==> config.mk <==
export PLATFORM = sky130hd
export DESIGN_NAME = pd_loop_with_pdm_modulator
export DESIGN_NICKNAME = d
export VERILOG_FILES = /design/src/hw/rtl/pdl_pkg.sv /design/src/hw/rtl/pdl_step.sv /design/src/hw/rtl/pd_loop_with_pdm_modulator.sv
export SDC_FILE = /design/constraint.sdc
export NUM_CORES = 1
export LEC_CHECK = 0
export ABC_AREA = 1
export BUFFER_PORTS_ARGS = -buffer_cell sky130_fd_sc_hd__buf_2
export CAP_MARGIN = 25
export CORE_ASPECT_RATIO = 1.5
export CORE_UTILIZATION = 50
export DETAILED_ROUTE_END_ITERATION = 12
export PLACE_DENSITY_LB_ADDON = 0.25
export SLEW_MARGIN = 40
export SYNTH_ARGS = -nofsm -noshare
export SYNTH_HDL_FRONTEND = slang
export SYNTH_SLANG_ARGS = --single-unit
export TNS_END_PERCENT = 1
==> constraint.sdc <==
create_clock -name clk -period 10.3 [get_ports clk]
set_input_delay 0.515 -clock clk [delete_from_list [all_inputs] [get_ports clk]]
set_output_delay 0.515 -clock clk [all_outputs]
set_load 0.02 [all_outputs]
==> src/hw/rtl/pdl_pkg.sv <==
// ----------------------------------------------------------------------------
// pdl_pkg: shared constants for the pd loop with pdm modulator
// field widths, reset values and command codes
// ----------------------------------------------------------------------------
package pdl_pkg;

    // default full scale of the drive level and the modulator
    localparam int unsigned FULL_SCALE_DEF = 2048;

    // converter sample and target width
    localparam int SAMPLE_W = 10;
    localparam logic [SAMPLE_W-1:0] TARGET_RESET = 10'd512;

    // previous sample holds one sign bit above the converter width
    localparam int PREV_W = SAMPLE_W + 1;
    localparam logic signed [PREV_W-1:0] PREV_RESET = -11'sd1;

    // differences of two samples, and the derivative gain shift (x256)
    localparam int DIFF_W = SAMPLE_W + 2;
    localparam int DERIV_SHIFT = 8;
    localparam int DERIV_W = DIFF_W + DERIV_SHIFT;

    // command codes
    localparam logic CMD_TICK = 1'b0;
    localparam logic CMD_SAMPLE = 1'b1;

endpackage

==> src/hw/rtl/pdl_step.sv <==
// ----------------------------------------------------------------------------
// pdl_step: one modulator tick
// pd update of the drive level on a sample, then one sigma-delta step
// ----------------------------------------------------------------------------
module pdl_step #(
    parameter int unsigned FULL_SCALE = pdl_pkg::FULL_SCALE_DEF,
    localparam int DRIVE_W = $clog2(FULL_SCALE) + 2,
    localparam int ERR_W = $clog2(FULL_SCALE) + 3
) (
    input  logic                               command,
    input  logic [pdl_pkg::SAMPLE_W-1:0]       adc_sample,
    input  logic [pdl_pkg::SAMPLE_W-1:0]       target_level,
    input  logic signed [DRIVE_W-1:0]          drive_level,
    input  logic signed [pdl_pkg::PREV_W-1:0]  prev_sample,
    input  logic signed [ERR_W-1:0]            err_acc,
    output logic signed [DRIVE_W-1:0]          drive_new,
    output logic signed [pdl_pkg::PREV_W-1:0]  prev_new,
    output logic signed [ERR_W-1:0]            err_new,
    output logic                               pdm_bit
);

    localparam int SUM_W =
        ((DRIVE_W > pdl_pkg::DERIV_W) ? DRIVE_W : pdl_pkg::DERIV_W) + 2;
    localparam int ERR_X_W = ERR_W + 1;
    localparam logic signed [SUM_W-1:0] FS_SUM = SUM_W'(FULL_SCALE);
    localparam logic signed [ERR_X_W-1:0] FS_ERR = ERR_X_W'(FULL_SCALE);

    logic signed [pdl_pkg::DIFF_W-1:0]  diff_p;
    logic signed [pdl_pkg::DIFF_W-1:0]  diff_p_adj;
    logic signed [pdl_pkg::DIFF_W-1:0]  prop;
    logic signed [pdl_pkg::DIFF_W-1:0]  diff_d;
    logic signed [pdl_pkg::DERIV_W-1:0] deriv;
    logic signed [SUM_W-1:0]            sum;
    logic signed [DRIVE_W-1:0]          drive_clamped;
    logic signed [ERR_X_W-1:0]          drive_x;
    logic signed [ERR_X_W-1:0]          err_x;
    logic signed [ERR_X_W-1:0]          err_sum;

    // proportional term, halved with truncation toward zero
    assign diff_p     = signed'({2'b00, adc_sample}) - signed'({2'b00, target_level});
    assign diff_p_adj = diff_p + pdl_pkg::DIFF_W'(diff_p[pdl_pkg::DIFF_W-1]);
    assign prop       = diff_p_adj >>> 1;

    // derivative term, 256 times the sample step
    assign diff_d = signed'({2'b00, adc_sample}) - pdl_pkg::DIFF_W'(prev_sample);
    assign deriv  = {diff_d, {pdl_pkg::DERIV_SHIFT{1'b0}}};

    assign sum = SUM_W'(drive_level) - SUM_W'(prop) - SUM_W'(deriv);

    always_comb
    begin
        if (sum > FS_SUM)
        begin
            drive_clamped = DRIVE_W'(FS_SUM);
        end
        else if (sum < -FS_SUM)
        begin
            drive_clamped = DRIVE_W'(-FS_SUM);
        end
        else
        begin
            drive_clamped = DRIVE_W'(sum);
        end
    end

    assign drive_new = (command == pdl_pkg::CMD_SAMPLE) ? drive_clamped : drive_level;
    assign prev_new  = (command == pdl_pkg::CMD_SAMPLE) ?
                       signed'({1'b0, adc_sample}) : prev_sample;

    // first-order sigma-delta on the updated drive level
    assign drive_x = ERR_X_W'(drive_new);
    assign err_x   = ERR_X_W'(err_acc);
    assign pdm_bit = (drive_x >= err_x);
    assign err_sum = err_x + (pdm_bit ? FS_ERR : -FS_ERR) - drive_x;
    assign err_new = err_sum[ERR_W-1:0];

endmodule

==> src/hw/rtl/pd_loop_with_pdm_modulator.sv <==
// ----------------------------------------------------------------------------
// pd_loop_with_pdm_modulator: pd-controlled drive level feeding a pdm
// first-order sigma-delta modulator with a pd correction on each sample word
// ----------------------------------------------------------------------------
// flow: an accepted word passes the input register, then the result register, which raises out_valid
// throughput: one word per cycle while out_stall does not hold the result register, set by the state update loop
// reset: drive 0, previous sample -1, error 0, target 512, pipeline empty
// configuration is always ready and takes effect on the next sample
// ----------------------------------------------------------------------------
module pd_loop_with_pdm_modulator #(
    parameter int unsigned FULL_SCALE = pdl_pkg::FULL_SCALE_DEF,
    localparam int DRIVE_W = $clog2(FULL_SCALE) + 2,
    localparam int ERR_W = $clog2(FULL_SCALE) + 3
) (
    input  logic                         clk,
    input  logic                         rst_n,
    // configuration write channel
    input  logic                         cfg_valid,
    output logic                         cfg_ready,
    input  logic [pdl_pkg::SAMPLE_W-1:0] cfg_data,
    // input word channel
    input  logic                         in_valid,
    output logic                         in_stall,
    input  logic                         command,
    input  logic [pdl_pkg::SAMPLE_W-1:0] adc_sample,
    // result word channel
    output logic                         out_valid,
    input  logic                         out_stall,
    output logic                         pdm_bit,
    output logic signed [DRIVE_W-1:0]    drive_now
);

    // input register stage
    logic                         s1_valid_reg, s1_valid_next;
    logic                         s1_cmd_reg;
    logic [pdl_pkg::SAMPLE_W-1:0] s1_sample_reg;

    // result register stage
    logic                         out_valid_reg, out_valid_next;
    logic                         pdm_bit_reg;
    logic signed [DRIVE_W-1:0]    drive_now_reg;

    // loop state
    logic [pdl_pkg::SAMPLE_W-1:0]      target_level_reg;
    logic signed [DRIVE_W-1:0]         drive_level_reg, drive_level_next;
    logic signed [pdl_pkg::PREV_W-1:0] prev_sample_reg, prev_sample_next;
    logic signed [ERR_W-1:0]           err_acc_reg, err_acc_next;
    logic                              pdm_bit_next;

    logic in_accept;
    logic out_free;
    logic advance;

    // result register can take a word when empty or being drained
    assign out_free  = !out_valid_reg || !out_stall;
    // the word in the input register moves on and commits its state update
    assign advance   = s1_valid_reg && out_free;
    // input register frees up in the same cycle it advances
    assign in_stall  = s1_valid_reg && !out_free;
    assign in_accept = in_valid && !in_stall;
    assign cfg_ready = 1'b1;

    pdl_step #(
        .FULL_SCALE (FULL_SCALE)
    ) u_step (
        .command      (s1_cmd_reg),
        .adc_sample   (s1_sample_reg),
        .target_level (target_level_reg),
        .drive_level  (drive_level_reg),
        .prev_sample  (prev_sample_reg),
        .err_acc      (err_acc_reg),
        .drive_new    (drive_level_next),
        .prev_new     (prev_sample_next),
        .err_new      (err_acc_next),
        .pdm_bit      (pdm_bit_next)
    );

    always_comb
    begin
        s1_valid_next = s1_valid_reg;
        if (in_accept)
        begin
            s1_valid_next = 1'b1;
        end
        else if (advance)
        begin
            s1_valid_next = 1'b0;
        end
    end

    assign out_valid_next = out_free ? s1_valid_reg : out_valid_reg;

    // control and loop state
    always_ff @(posedge clk or negedge rst_n)
    begin
        if (!rst_n)
        begin
            s1_valid_reg     <= 1'b0;
            out_valid_reg    <= 1'b0;
            target_level_reg <= pdl_pkg::TARGET_RESET;
            drive_level_reg  <= '0;
            prev_sample_reg  <= pdl_pkg::PREV_RESET;
            err_acc_reg      <= '0;
        end
        else
        begin
            s1_valid_reg  <= s1_valid_next;
            out_valid_reg <= out_valid_next;
            if (cfg_valid && cfg_ready)
            begin
                target_level_reg <= cfg_data;
            end
            // state only moves when a word is committed to the result register
            if (advance)
            begin
                drive_level_reg <= drive_level_next;
                prev_sample_reg <= prev_sample_next;
                err_acc_reg     <= err_acc_next;
            end
        end
    end

    // payload registers
    always_ff @(posedge clk)
    begin
        if (in_accept)
        begin
            s1_cmd_reg    <= command;
            s1_sample_reg <= adc_sample;
        end
        if (advance)
        begin
            pdm_bit_reg   <= pdm_bit_next;
            drive_now_reg <= drive_level_next;
        end
    end

    assign out_valid = out_valid_reg;
    assign pdm_bit   = pdm_bit_reg;
    assign drive_now = drive_now_reg;

endmodule
# --- Yosys cells after proc, flatten, opt, wreduce, memory -nomap -nowiden ---
# Index checks and enable logic that the tools add are counted.
# Widths: inputs -> output; s select.
classes:
  addsub: 7
  n_mul: 0
  div_mod_pow: 0
  magnitude_cmp: 3
  n_eq_ne: 0
  shift: 0
  mux: 6
  bitwise_logic: 0
  n_reduce_logical: 10
op_table:
  columns: ["operator", "n"]
  rows:
  - ["$mux 13", 3]
  - ["$gt 22x13->1 const B", 1]
  - ["$lt 22x12->1 const B", 1]
  - ["$sub 14x20->21", 1]
  - ["$add 14x14->14", 1]
  - ["$ge 13x14->1", 1]
  - ["$mux 14", 1]
  - ["$sub 13x11->14", 1]
  - ["$sub 14x13->14", 1]
  - ["$add 12x1->12", 1]
  - ["$sub 11x11->12", 1]
  - ["$sub 10x10->11", 1]
  - ["$logic_not 1->1", 4]
  - ["$logic_and 1x1->1", 3]
  - ["$mux 1", 2]
  - ["$reduce_and 2->1", 1]
  - ["$reduce_bool 2->1", 1]
  - ["$logic_or 1x1->1", 1]
word_totals:
  regBits: 75
  latchBits: 0
  ram_bits: 0
  romBits: 0
  out_inout_bits: 17
  wordCells: 36
  memories: 0

# --- Logic depth before layout (Yosys ltp) ---
logic_depth:
  depth_word: 12
  mapped_depth: 59

# --- By module ---
# A second synthesis with hierarchy kept.
unflattened:
  hier_cells: 1037
  hier_area_um2: 7304.5
modules_own_cells:
  columns: ["mod", "n_inst", "cells_per_inst", "area_per_inst_um2"]
  rows:
  - ["pdl_step", 1, 792, 4555.6]
  - ["pd_loop_with_pdm_modulator", 1, 245, 2748.9]

# --- Worst setup path after synthesis ---
# Ideal clock, no wire load.
synth_path:
  path_type: "register to register"
  from: "reg s1_sample_reg[0] (netlist name)"
  to: "reg err_acc_reg[13]"
  setup_ns: 0.158
  arrival_ns: 7.710
  required_ns: 10.142
  slack_ns: 2.432
  path_stages_with_launch: 45
  synth_period_minus_slack_ns: 7.868
  cell_sequence: "edfxtp_1 > inv_1 > ha_1 > fa_1 > o21ai_0 > a21oi_1 > o21ai_0 > xor2_1 > nor2_1 > nand3_1 > nor2_1 > nor2_1 > fa_1 > inv_1 > ha_1 > a21oi_1 > nand2_1 > a21oi_1 > [9 not listed] > ha_1 > nand4_1 > inv_1 > o21ai_0 > o211ai_1 > nand2_1 > or3b_2 > nand3_1 > fa_1 > inv_1 > ha_1 > nand2_1 > nor2_1 > nand3_1 > nand4_1 > or2_2 > nand3_1 > o21ai_0"
synth_between:
  elab_chain_cells: 12
  elab_cells_between_ends: 14
  classes_between: "7 x add/sub; 3 x order compare; 4 x mux"
synth_rtl:
  columns: ["item", "line_no", "rtl"]
  rows:
  - ["start, declared", "pd_loop_with_pdm_modulator.sv:36", "logic [pdl_pkg::SAMPLE_W-1:0] s1_sample_reg;"]
  - ["start signal, assigned", "pd_loop_with_pdm_modulator.sv:129", "s1_sample_reg <= adc_sample;"]
  - ["$sub 10x10->11", "pdl_step.sv:40", "assign diff_p = signed'({2'b00, adc_sample}) - signed'({2'b00, target_level});"]
  - ["$add 12x1->12", "pdl_step.sv:41", "assign diff_p_adj = diff_p + pdl_pkg::DIFF_W'(diff_p[pdl_pkg::DIFF_W-1]);"]
  - ["$sub 13x11->14", "pdl_step.sv:48", "assign sum = SUM_W'(drive_level) - SUM_W'(prop) - SUM_W'(deriv);"]
  - ["$sub 14x20->21 *", "pdl_step.sv:48", null]
  - ["$lt 22x12->1", "pdl_step.sv:56", "else if (sum < -FS_SUM)"]
  - ["$mux 13", "pdl_step.sv:56", null]
  - ["$mux 13 *", "pdl_step.sv:52", "if (sum > FS_SUM)"]
  - ["$mux 13 *", "pdl_step.sv:66", "assign drive_new = (command == pdl_pkg::CMD_SAMPLE) ? drive_clamped : drive_level;"]
  - ["net drive_level_next[2]", "pd_loop_with_pdm_modulator.sv:45", "logic signed [DRIVE_W-1:0] drive_level_reg, drive_level_next;"]
  - ["$ge 13x14->1 *", "pdl_step.sv:73", "assign pdm_bit = (drive_x >= err_x);"]
  - ["net pdm_bit_next", "pd_loop_with_pdm_modulator.sv:48", "logic pdm_bit_next;"]
  - ["$mux 14 *", "pdl_step.sv:74", "assign err_sum = err_x + (pdm_bit ? FS_ERR : -FS_ERR) - drive_x;"]
  - ["$add 14x14->14 *", "pdl_step.sv:74", null]
  - ["$sub 14x13->14 *", "pdl_step.sv:74", null]
  - ["end signal, assigned", "pd_loop_with_pdm_modulator.sv:118", "err_acc_reg <= err_acc_next;"]
  - ["end, declared", "pd_loop_with_pdm_modulator.sv:47", "logic signed [ERR_W-1:0] err_acc_reg, err_acc_next;"]
# The timed path passes the listed nets; every way through them passes the cells marked *.
# A chain may end at the register's enable or synchronous reset.

# --- Worst setup path in the final report ---
# Ends and elaborated chain as after synthesis.

==> results.sh <==
export IMPL_clock_path_buffers=2
export IMPL_tns_ps=0
export IMPL_drt_antenna_violating_nets=0
export IMPL_area_delta_synth_final_pct=9.46
export IMPL_core_area_mm2=0.0145
export IMPL_largest_reg_flops=14
export IMPL_synth_edf_count=25
export IMPL_hpwl_um=14600
export IMPL_layout_drive_gt1_share_pct=10.4
export IMPL_grt_total_usage_pct=25.3
export IMPL_nNetsFinal=1195
export IMPL_crit_top_cell="nand2_1"
export IMPL_max_stage_delay_ps=610
export IMPL_cp_end_kind="register"
export IMPL_slew_violations=0
export IMPL_synthFlopType="dfrtp_1"
export IMPL_die_x_um=101
export IMPL_grt_util_met3_pct=2.09
export IMPL_post_cts_buffers=0
export IMPL_fin_skew_ps=8.99
export IMPL_ys_seq_area_share_pct=27.4
export IMPL_drt_iter0_drc=241
export IMPL_grt_use_met2_pct=47.0
export IMPL_synth_cells=1028
export IMPL_diodes=0
export IMPL_synth_nets=1158
export IMPL_io_pin_count=43
export IMPL_hold_class="input pin to asynchronous set/reset pin"
export IMPL_status="finished clean"
export IMPL_ctsResizeCount=0
export IMPL_cp_start_kind="register"
export IMPL_worst_pin_slew_ps=815
export IMPL_syn_area_mm2=0.00737
export IMPL_drc=0
export IMPL_cp_arrival_ps=9150
export IMPL_maxSlewHeadroom_pct=45.7
export IMPL_cts_tree="done"
export IMPL_synth_seq_cells=75
export IMPL_whs_ps=295
export IMPL_dieArea_mm2=0.0152
export IMPL_syn_avg_cell_area_um2=7.17
export IMPL_cp_required_ps=10510
export IMPL_portBuffers=41
export IMPL_vias=6466
export IMPL_clk_latency_ps=340
export IMPL_fmax_mhz=112
export IMPL_final_cell_mix="300 x nand2_1, 193 x inv_1, 87 x ha_1"
export IMPL_antenna_found_initial=0
export IMPL_period_share_pct=86.8
export IMPL_setup_viol=0
export IMPL_cp_max_fo=33
export IMPL_maxCapViolations=0
export IMPL_routedWlPerCell_um=14.3
export IMPL_yosys_warnings=0
export IMPL_path_class="register to register"
export IMPL_grt_max_degree=51
export IMPL_clock_sinks=75
export IMPL_use_met1_pct=28.7
export IMPL_min_period_ps=8940
export IMPL_grt_overflow=0
export IMPL_synth_area_leaders="nand2_1 15%, ha_1 15%, dfrtp_1 13%"
export IMPL_hold_buffers=0
export IMPL_grt_busiest_layer="met2"
export IMPL_synth_top_area_share_pct=15.3
export IMPL_cts_clk_slew_worst_paths_ps=70
export IMPL_fp_row_count=54
export IMPL_vias_per_cell=5.11
export IMPL_die_h_um=151
export IMPL_gp_congestion=0.915
export IMPL_reg2reg_setup_slack_ps=1360
export IMPL_async_flop_share_pct=66.7
export IMPL_cts_buffers=9
export IMPL_wl_um=18100
export IMPL_final_common_cell="nand2_1"
export IMPL_clock_root_buffer="clkbuf_16"
export IMPL_initial_core_util_pct=51.0
export IMPL_synth_top_cell_by_area="nand2_1"
export IMPL_critPathSlowestCell="o21ai_4"
export IMPL_rsz0062_at_grt="no"
export IMPL_htreeDepth=3
export IMPL_ys_types=48
export IMPL_grt_pass1_vias=6350
export IMPL_first_pass_iters=5
export IMPL_grt_pass1_wl_um=29700
export IMPL_hold_viol_final=0
[synth_stat cells (12+ instances only)]
library cell	n
o21ai_0	51
nor2_1	49
nand2_1	300
nand3_1	67
edfxtp_1	25
xor2_1	22
a21oi_1	46
ha_1	87
dfrtp_1	38
dfstp_2	12
fa_1	17
inv_1	193
nand4_1	16
xnor2_1	13
nand2_2	13
[layer usage]
layer  share of wire [%]  vias up  wire length [um]
li1                    -     3335                 -
met1                  41     2973              7490
met2                  52      110              9450
met3                 2.1       48               380
met4                 4.4        0               803
met5                   0        -                 0
[final timing paths]
path / startpoint / endpoint / depth (start not counted)
setup / recovery: s1_sample_reg[0]$_DFFE_PP_ / err_acc_reg[13]$_DFFE_PN0P_ / 52
min in group clk: adc_sample[8] / s1_sample_reg[8]$_DFFE_PP_ / 1
hold / removal: rst_n / drive_level_reg[12]$_DFFE_PN0P_ / 2
max in group asynchronous: rst_n / drive_level_reg[2]$_DFFE_PN0P_ / 2
hold reg to reg: prev_sample_reg[10]$_DFFE_PN1P_ / prev_sample_reg[10]$_DFFE_PN1P_ / 2
setup reg to reg: s1_sample_reg[0]$_DFFE_PP_ / err_acc_reg[13]$_DFFE_PN0P_ / 52
[final cells by class]
class                   instances  area (um^2)
multi-input cells             741         4520
clock buffers                   9          225
fillers                      1439         6390
inverters                     194          729
well taps                     196          245
clock inverters                 7          108
repair buffers                 44          228
flip-flops and latches         75         2020
[critical path: cells and delay by family, from the launching register on]
family                   cells  cell delay (ps)
XOR/XNOR                     1              300
AND/OR/NAND/NOR             29             3480
adder cells (fa/ha/maj)      8             2640
AO/OA/AOI/OAI                7             1580
buffers and inverters        7              450
flip-flops                   1              330
[cell families after synthesis]
group / count (synthesis) / synth area share [%]
DFF: 75 / 27.4
buffers and inverters: 212 / 11.4
and+or+nand+nor: 471 / 27.3
other: 1 / 0.0509
xor gates and xnor gates: 35 / 4.16
muxes: 1 / 0.153
adders and majority gates: 104 / 19.4
AOI/OAI and AO/OA: 129 / 10.2
[through the flow]
stage,setup WS [ps],utilization (%),cells,instance area (um^2)
floorplan,2430,-,1028,7370
global placement,1650,53.5,1250,7730
detailed placement,1490,53.5,1250,7730
CTS,1440,55.8,1266,8070
global route,558,55.8,1266,8070
finish,1360,55.8,1266,8070
Power is not shown: default switching activity piles up to over one toggle a cycle in this logic, so the estimate is an artifact.
